<file path="src/hdl/klbl_pkg.sv">
// Package for the keyed leaky-bucket limiter.
// Holds sizes, request/result types, config indexes and reset values, and the bucket index wrap.
// No dependencies.
package klbl_pkg;

    localparam int NUM_BUCKETS = 16;
    localparam int FRAC_BITS   = 16;

    localparam int IDX_IN_W = 4;
    localparam int TIME_W   = 32;
    localparam int CAP_W    = 16;
    localparam int RATE_W   = 32;
    localparam int RETRY_W  = 16;
    localparam int CFG_W    = 32;
    localparam int CFG_IDX_W = 2;

    localparam int BKT_W  = (NUM_BUCKETS > 1) ? $clog2(NUM_BUCKETS) : 1;
    // Level never exceeds the largest capacity in whole requests.
    localparam int LVL_W  = CAP_W + FRAC_BITS;
    localparam int CEIL_W = CAP_W + 1;
    localparam int PROD_W = TIME_W + RATE_W;

    localparam logic [LVL_W-1:0] ONE_REQ = LVL_W'(1) << FRAC_BITS;

    localparam logic [CAP_W-1:0]   CAPACITY_RST = CAP_W'(10);
    localparam logic [RATE_W-1:0]  LEAK_RST     = RATE_W'(66);
    localparam logic [RETRY_W-1:0] RETRY_RST    = RETRY_W'(2);

    localparam logic [CFG_IDX_W-1:0] CFG_CAPACITY  = CFG_IDX_W'(0);
    localparam logic [CFG_IDX_W-1:0] CFG_LEAK_RATE = CFG_IDX_W'(1);
    localparam logic [CFG_IDX_W-1:0] CFG_RETRY     = CFG_IDX_W'(2);

    typedef struct packed {
        logic [IDX_IN_W-1:0] bucket_index;
        logic [TIME_W-1:0]   arrival_time;
    } t_req;

    typedef struct packed {
        logic               allowed;
        logic [CAP_W-1:0]   remaining;
        logic [RETRY_W-1:0] retry_after_ms;
    } t_res;

    // Request between the drain multiply and the decision.
    typedef struct packed {
        logic [BKT_W-1:0]  idx;
        logic [TIME_W-1:0] now;
        logic              fresh;
        logic [LVL_W-1:0]  drain_lo;
        logic              drain_ovf;
    } t_mid;

    typedef struct packed {
        t_res             res;
        logic [LVL_W-1:0] new_level;
    } t_dec;

    // Wrap a request index onto the bucket table by repeated subtract.
    function automatic logic [BKT_W-1:0] bkt_wrap(input logic [IDX_IN_W-1:0] idx_in);
        logic [IDX_IN_W-1:0] v;
        v = idx_in;
        for (int k = 0; k < 8; k++) begin
            if (32'(v) >= NUM_BUCKETS) begin
                v = v - IDX_IN_W'(NUM_BUCKETS);
            end
        end
        return BKT_W'(v);
    endfunction

endpackage

</file>
<file path="src/hdl/klbl_decide.sv">
// Admission decision for one drained bucket.
// Floors the level at zero, takes its ceiling, compares against capacity.
// Depends on klbl_pkg.
module klbl_decide (
    input  logic [klbl_pkg::LVL_W-1:0]   i_level,
    input  logic [klbl_pkg::LVL_W-1:0]   i_drain_lo,
    input  logic                         i_drain_ovf,
    input  logic [klbl_pkg::CAP_W-1:0]   i_capacity,
    input  logic [klbl_pkg::RETRY_W-1:0] i_retry,
    output klbl_pkg::t_dec               o_dec
);

    logic                          w_empty;
    logic [klbl_pkg::LVL_W-1:0]    w_lvl;
    logic [klbl_pkg::LVL_W:0]      w_round;
    logic [klbl_pkg::CEIL_W-1:0]   w_ceil;
    logic [klbl_pkg::CEIL_W-1:0]   w_cap_ext;
    logic [klbl_pkg::CEIL_W-1:0]   w_left;
    logic                          w_admit;

    // Drain at or above the level empties the bucket.
    assign w_empty = i_drain_ovf || (i_drain_lo >= i_level);
    assign w_lvl   = w_empty ? '0 : (i_level - i_drain_lo);

    assign w_round   = {1'b0, w_lvl} + {1'b0, klbl_pkg::ONE_REQ - klbl_pkg::LVL_W'(1)};
    assign w_ceil    = klbl_pkg::CEIL_W'(w_round >> klbl_pkg::FRAC_BITS);
    assign w_cap_ext = {1'b0, i_capacity};
    assign w_admit   = w_ceil < w_cap_ext;
    // Adding one whole request raises the ceiling by exactly one.
    assign w_left    = w_cap_ext - w_ceil - klbl_pkg::CEIL_W'(1);

    always_comb begin
        o_dec.res.allowed        = w_admit;
        o_dec.res.remaining      = w_admit ? w_left[klbl_pkg::CAP_W-1:0] : '0;
        o_dec.res.retry_after_ms = w_admit ? '0 : i_retry;
        o_dec.new_level          = w_admit ? (w_lvl + klbl_pkg::ONE_REQ) : w_lvl;
    end

endmodule

</file>
<file path="src/hdl/keyed_leaky_bucket_limiter.sv">
// Keyed leaky-bucket limiter, top level: per-bucket tables, drain multiply, decision.
// Accept to result passes input, drain and result registers; one request per cycle unless
// the result side stalls, a rate set by the bucket read-modify-write in the decision stage.
// Reset (synchronous, active low) clears all bucket valid marks and pipeline valids and
// loads capacity 10, leak rate 66, retry wait 2. Depends on klbl_pkg and klbl_decide.
module keyed_leaky_bucket_limiter (
    input  logic                            i_clk,
    input  logic                            i_rst_n,
    input  logic                            i_req_valid,
    output logic                            o_req_ready,
    input  klbl_pkg::t_req                  i_req,
    output logic                            o_res_valid,
    input  logic                            i_res_ready,
    output klbl_pkg::t_res                  o_res,
    input  logic                            i_cfg_we,
    input  logic [klbl_pkg::CFG_IDX_W-1:0]  i_cfg_idx,
    input  logic [klbl_pkg::CFG_W-1:0]      i_cfg_data
);

    // Configuration registers.
    logic [klbl_pkg::CAP_W-1:0]   r_capacity;
    logic [klbl_pkg::RATE_W-1:0]  r_leak;
    logic [klbl_pkg::RETRY_W-1:0] r_retry;

    // Bucket tables. Level and time are only read once the valid mark is set.
    logic [klbl_pkg::NUM_BUCKETS-1:0] r_bkt_valid;
    logic [klbl_pkg::LVL_W-1:0]       r_level [klbl_pkg::NUM_BUCKETS];
    logic [klbl_pkg::TIME_W-1:0]      r_last  [klbl_pkg::NUM_BUCKETS];

    // Pipeline: input register, drain register, result register.
    logic                         r_in_v;
    logic [klbl_pkg::BKT_W-1:0]   r_in_idx;
    logic [klbl_pkg::TIME_W-1:0]  r_in_now;
    logic                         r_mid_v;
    klbl_pkg::t_mid               r_mid;
    klbl_pkg::t_mid               n_mid;
    logic                         r_out_v;
    klbl_pkg::t_res               r_out;

    logic                         w_out_free;
    logic                         w_mid_go;
    logic                         w_mid_free;
    logic                         w_in_go;
    logic                         w_in_free;
    logic                         w_req_go;

    logic                         w_fwd;
    logic                         w_seen;
    logic [klbl_pkg::TIME_W-1:0]  w_last;
    logic [klbl_pkg::TIME_W-1:0]  w_elapsed;
    logic [klbl_pkg::PROD_W-1:0]  w_prod;
    logic [klbl_pkg::LVL_W-1:0]   w_lvl_old;
    klbl_pkg::t_dec               w_dec;

    // Handshake: each stage advances when the stage after it is free or draining.
    assign w_out_free  = !r_out_v || i_res_ready;
    assign w_mid_go    = r_mid_v && w_out_free;
    assign w_mid_free  = !r_mid_v || w_mid_go;
    assign w_in_go     = r_in_v && w_mid_free;
    assign w_in_free   = !r_in_v || w_in_go;
    assign w_req_go    = i_req_valid && w_in_free;

    assign o_req_ready = w_in_free;
    assign o_res_valid = r_out_v;
    assign o_res       = r_out;

    // Drain stage. The request ahead in the decision stage has not written the
    // tables yet, so forward its time and valid mark when it hits the same bucket.
    assign w_fwd     = r_mid_v && (r_mid.idx == r_in_idx);
    assign w_seen    = w_fwd || r_bkt_valid[r_in_idx];
    assign w_last    = w_fwd ? r_mid.now : r_last[r_in_idx];
    // A new bucket starts at the arrival time, so nothing drains.
    assign w_elapsed = w_seen ? (r_in_now - w_last) : '0;
    assign w_prod    = klbl_pkg::PROD_W'(w_elapsed) * klbl_pkg::PROD_W'(r_leak);

    always_comb begin
        n_mid.idx       = r_in_idx;
        n_mid.now       = r_in_now;
        n_mid.fresh     = !w_seen;
        n_mid.drain_lo  = w_prod[klbl_pkg::LVL_W-1:0];
        n_mid.drain_ovf = |w_prod[klbl_pkg::PROD_W-1:klbl_pkg::LVL_W];
    end

    // Decision stage: a new bucket reads as empty.
    assign w_lvl_old = r_mid.fresh ? '0 : r_level[r_mid.idx];

    klbl_decide u_decide (
        .i_level     (w_lvl_old),
        .i_drain_lo  (r_mid.drain_lo),
        .i_drain_ovf (r_mid.drain_ovf),
        .i_capacity  (r_capacity),
        .i_retry     (r_retry),
        .o_dec       (w_dec)
    );

    // Configuration writes; indexes beyond the list are dropped.
    always_ff @(posedge i_clk) begin
        if (!i_rst_n) begin
            r_capacity <= klbl_pkg::CAPACITY_RST;
            r_leak     <= klbl_pkg::LEAK_RST;
            r_retry    <= klbl_pkg::RETRY_RST;
        end else if (i_cfg_we) begin
            unique case (i_cfg_idx)
                klbl_pkg::CFG_CAPACITY:  r_capacity <= i_cfg_data[klbl_pkg::CAP_W-1:0];
                klbl_pkg::CFG_LEAK_RATE: r_leak     <= i_cfg_data[klbl_pkg::RATE_W-1:0];
                klbl_pkg::CFG_RETRY:     r_retry    <= i_cfg_data[klbl_pkg::RETRY_W-1:0];
                default: begin
                end
            endcase
        end
    end

    // Pipeline valids and bucket valid marks.
    always_ff @(posedge i_clk) begin
        if (!i_rst_n) begin
            r_in_v      <= 1'b0;
            r_mid_v     <= 1'b0;
            r_out_v     <= 1'b0;
            r_bkt_valid <= '0;
        end else begin
            if (w_in_free) begin
                r_in_v <= i_req_valid;
            end
            if (w_mid_free) begin
                r_mid_v <= w_in_go;
            end
            if (w_out_free) begin
                r_out_v <= w_mid_go;
            end
            if (w_mid_go) begin
                r_bkt_valid[r_mid.idx] <= 1'b1;
            end
        end
    end

    // Payload registers and table writes; refused requests still store the drain.
    always_ff @(posedge i_clk) begin
        if (w_req_go) begin
            r_in_idx <= klbl_pkg::bkt_wrap(i_req.bucket_index);
            r_in_now <= i_req.arrival_time;
        end
        if (w_in_go) begin
            r_mid <= n_mid;
        end
        if (w_mid_go) begin
            r_out                <= w_dec.res;
            r_level[r_mid.idx]   <= w_dec.new_level;
            r_last[r_mid.idx]    <= r_mid.now;
        end
    end

`ifndef SYNTHESIS
    // A bucket decided on is marked valid from then on.
    a_mark_set: assert property (@(posedge i_clk) disable iff (!i_rst_n)
        w_mid_go |=> r_bkt_valid[$past(r_mid.idx)])
        else $error("bucket valid mark not set after decision");

    // A new bucket with nonzero capacity always admits its first request.
    a_fresh_admit: assert property (@(posedge i_clk) disable iff (!i_rst_n)
        (w_mid_go && r_mid.fresh && (r_capacity != '0)) |=> o_res.allowed)
        else $error("first request to a new bucket refused");

    // A refusal never raises the stored level.
    a_refuse_level: assert property (@(posedge i_clk) disable iff (!i_rst_n)
        (w_mid_go && !w_dec.res.allowed) |=>
            (r_level[$past(r_mid.idx)] <= $past(w_lvl_old)))
        else $error("level rose on refused request");

    // Input stalls only behind a held request.
    a_stall_cause: assert property (@(posedge i_clk) disable iff (!i_rst_n)
        !o_req_ready |-> (r_in_v && r_mid_v && r_out_v && !i_res_ready))
        else $error("request port stalled with room in the pipeline");
`endif

endmodule

</file>
<file path="config.mk">
export PLATFORM = sky130hd
export DESIGN_NAME = keyed_leaky_bucket_limiter
export DESIGN_NICKNAME = d
export VERILOG_FILES = /design/src/hdl/klbl_pkg.sv /design/src/hdl/klbl_decide.sv /design/src/hdl/keyed_leaky_bucket_limiter.sv
export SDC_FILE = /design/constraint.sdc
export NUM_CORES = 2
export LEC_CHECK = 0
export BUFFER_PORTS_ARGS = -buffer_cell sky130_fd_sc_hd__buf_2
export CAP_MARGIN = 20
export CORE_UTILIZATION = 30
export DETAILED_ROUTE_END_ITERATION = 6
export PLACE_DENSITY = 0.43
export SKIP_CTS_REPAIR_TIMING = 1
export SYNTH_ARGS = -nofsm -noshare
export SYNTH_HDL_FRONTEND = slang
export SYNTH_SLANG_ARGS = --single-unit
</file>
<file path="constraint.sdc">
create_clock -name i_clk -period 17.81 [get_ports i_clk]
set_clock_uncertainty 0.1 [all_clocks]
set_input_delay 0 -clock i_clk [delete_from_list [all_inputs] [get_ports i_clk]]
set_output_delay 0 -clock i_clk [all_outputs]
set_load 0.01 [all_outputs]
</file>
==> results.ini <==
[status]
run_status = finished with violations
violations = hold timing

[detailed_routing]
vias_per_cell = 4.97
wl_met2_um = 131000
drc = 0
via_count = 53300
ant_nets = 0
m1WireLength_um = 123000
routed.top_layer = met4
routed_wl_um = 273000
route.met3.wl_um = 11500
drt-wirelength-per-cell_um = 25.4
drt_pre_antenna_iters = 5
drt_iter0_drc = 3948

[layout]
post-route-util_pct = 34.5
final_cells = 10700
fillCellCount = 27700
multiInputGateArea_sq_um = 44400
regArea_sq_um = 36800
area_growth_pct = 14.2
nets = 8197
drive_gt1_share_pct = 13.2

[floorplan]
ios = 110
die_y_um = 535
rows = 195
core_sq_um = 283000
die_area_sq_um = 286000
die_w_um = 535
start_util_pct = 30.2

[clock_network]
cts_tree = done
cts_buffer_depth = 4
cts_buffers = 150
cts_sinks = 1254
clkTransAtPathRegs_ps = 60
htreeDepth = 4
cts_root_buffer = clkbuf_16
clock_latency_ps = 830

[synthesis]
syn_area_sq_um = 85300
yosysSeqAreaShare_pct = 43.1
syn_nets = 7966
yosys_register_bits = 1254
yosysWarnings = 0
synthArstFlopShare_pct = 0
synth_edf_count = 1163
synthCells = 6635
yosys.cell_types.count = 91
synth_ff_type = edfxtp_1
avgSynthCellArea_sq_um = 12.9

[global_route]
antenna_found_initial = 19
grt_first_pass_wirelength_um = 402000
grt_max_degree = 84
grt_pass1_vias = 57200
grt-ovfl-total = 0
grt_util_all_layers_pct = 19.1

[setup_path]
critPathArrivalTime_ps = 14980
worst-path-buf-inv = 9
crit_fanout = 30
rrSetupSlack_ps = 3230
max_stage_delay_ps = 840
worstSetupPathType = reg2reg
cp.required_ps = 18210
cp_slowest_cell = a2111oi_0
end_kind = flip-flop
start_kind = flip-flop
critical-path-top-delay-family = adder cells
crit_top_cell = fa_1

[power_and_ir_drop]
p_sw_share_pct = 28.4
switchingPower_uw = 2140
p_comb_share_pct = 15.9
powerDensity_nw_per_um2 = 77.3
seq_power_share_pct = 43.8
power.internal_uw = 5390
p_clk_share_pct = 40.3
power_leakage_uw = 0.0357
ir_drop_v = 0.0000802

[sta]
fmax_mhz = 68.6
holdWs_ps = -17.8
rsz0062_at_grt = no
report.final.slew_viol_count = 0
min_period_ps = 14580
max_slew.worst_pin.slew_ps = 1100
setup_tns_ps = 0
slew_headroom_pct = 26.6
hold_viol_final = 2
fin_crit_sh_pct = 81.9
finalSetupViolations = 0

[placed_design]
place_hpwl_um = 190000
numPortBuffers = 109
routabilityCongestion = 0.866
dp_cells = 10300

[flow_run]
cap_viol_max_count = 0

[worst_hold_path]
hp-class = in2reg

## state kept, by name, indices dropped and copies added (netlist names), 16 cells and up, named ones only
register and flops:
r_last 512, r_level 512, r_mid 70, o_res 33
r_in_now 32, r_leak 32, r_bkt_valid 16, r_capacity 16
r_retry 16
## routing by layer
layer | GRT usage (%) | up-vias
met5 | 0 | -
met4 | 5.14 | 0
met3 | 2.29 | 304
met2 | 31.7 | 1333
met1 | 26.5 | 28500
li1 | - | 23100
## worst min-delay path: cells and delay by family
kind / cells / cell delay (ps)
buffers and inverters: 2 / 700
AOI/OAI and AO/OA: 1 / 70
and+or+nand+nor: 1 / 60
## cell families (layout without fill, tap and decap cells)
kind of cell / Yosys count / in the layout / synth area share [%]
AOI/OAI and AO/OA: 588 / 588 / 4.72
muxes: 368 / 368 / 9.10
xor gates and xnor gates: 137 / 137 / 1.41
other: 0 / 11 / 0
buffers and inverters: 1226 / 1567 / 5.45
and+or+nand+nor: 1806 / 1806 / 9.92
adders and majority gates: 1256 / 1256 / 26.3
DFF: 1254 / 1254 / 43.1
## cells in the mapped netlist, types with 9 or more instances
master | instances | area share, %
buf_2 | 12 | 0.070
a211o_1 | 9 | 0.092
inv_1 | 863 | 3.8
or2_2 | 14 | 0.10
and2_1 | 314 | 2.3
nand2b_1 | 25 | 0.18
edfxtp_1 | 1163 | 41
mux4_2 | 325 | 8.6
a21boi_0 | 68 | 0.60
o21a_1 | 48 | 0.42
o21bai_1 | 18 | 0.16
nor3_1 | 43 | 0.25
a21oi_1 | 132 | 0.77
nand3_1 | 90 | 0.53
a31oi_1 | 23 | 0.17
ha_1 | 357 | 5.2
fa_1 | 899 | 21
a21o_1 | 67 | 0.59
o211ai_1 | 14 | 0.12
nor2_1 | 298 | 1.3
xnor2_1 | 75 | 0.77
clkbuf_1 | 322 | 1.4
a211oi_1 | 17 | 0.15
or3_1 | 16 | 0.12
o21ai_0 | 94 | 0.55
nor4_1 | 15 | 0.11
nand2_1 | 814 | 3.6
and3_1 | 36 | 0.26
nand4_1 | 38 | 0.28
xor2_1 | 62 | 0.64
dfxtp_1 | 91 | 2.1
mux2i_1 | 36 | 0.42
buf_1 | 21 | 0.092
nor2b_1 | 58 | 0.43
## power groups by stage
stage | combinational, uW | clock, uW | sequential [uW]
after detailed placement | 1170 | 0 | 3360
after global placement | 1170 | 0 | 3360
final | 1200 | 3030 | 3290
after CTS | 1170 | 3120 | 3300
after global routing | 1260 | 3230 | 3300
after floorplan | 609 | 0 | 3320
## layout by cell type, fill, tap and decap left out, drive strengths merged, types with 8 or more instances in the layout
master | Yosys | routed
xnor2 | 75 | 75
and3 | 37 | 37
mux4 | 325 | 325
ha | 357 | 357
clkbuf | 323 | 186
fa | 899 | 899
a311oi | 8 | 8
a21oi | 135 | 135
nand4 | 38 | 38
o21ai | 97 | 97
nand2 | 814 | 814
a21o | 67 | 67
clkinv | 0 | 45
o211ai | 15 | 15
nand2b | 25 | 25
dlygate4sd3 | 0 | 169
xor2 | 62 | 62
nor2 | 298 | 298
buf | 39 | 271
nor2b | 58 | 58
inv | 864 | 876
nor4 | 15 | 15
a21boi | 69 | 69
a211o | 9 | 9
mux2i | 36 | 36
edfxtp | 1163 | 1163
and2 | 315 | 315
a211oi | 17 | 17
a31oi | 23 | 23
or3 | 16 | 16
bufinv | 0 | 13
or2 | 16 | 16
dfxtp | 91 | 91
o21a | 48 | 48
nor3 | 43 | 43
o21bai | 18 | 18
nand3 | 90 | 90
or4 | 10 | 10
diode | 0 | 11
## path summary, 6_finish.rpt
path	startpoint	to	cells after the start
max	flip-flop	r_mid[0]	40
min	i_cfg_data[10]	r_retry[10]	4
max reg2reg	flip-flop	r_mid[0]	40
min reg2reg	r_retry[6]	r_retry[6]	2
## stage by stage
step,worst slack [ps],power (uW),area (sq um)
floorplan,4910,3930,85300
global placement,3350,4520,90800
detailed placement,3290,4530,90800
CTS,3160,7600,95600
global route,2330,7790,97400
finish,3230,7530,97400
## layout make-up
cell class	instances	area share, %
Clock buffer	185	4.05
Sequential cell	1254	37.8
Inverter	864	3.33
Antenna cell	11	0.0283
Multi-Input combinational cell	4155	45.6
Clock inverter	77	0.857
Timing Repair Buffer	441	3.58
Tap cell	3743	4.81
Note: power is estimated with default switching activity, not from simulation.
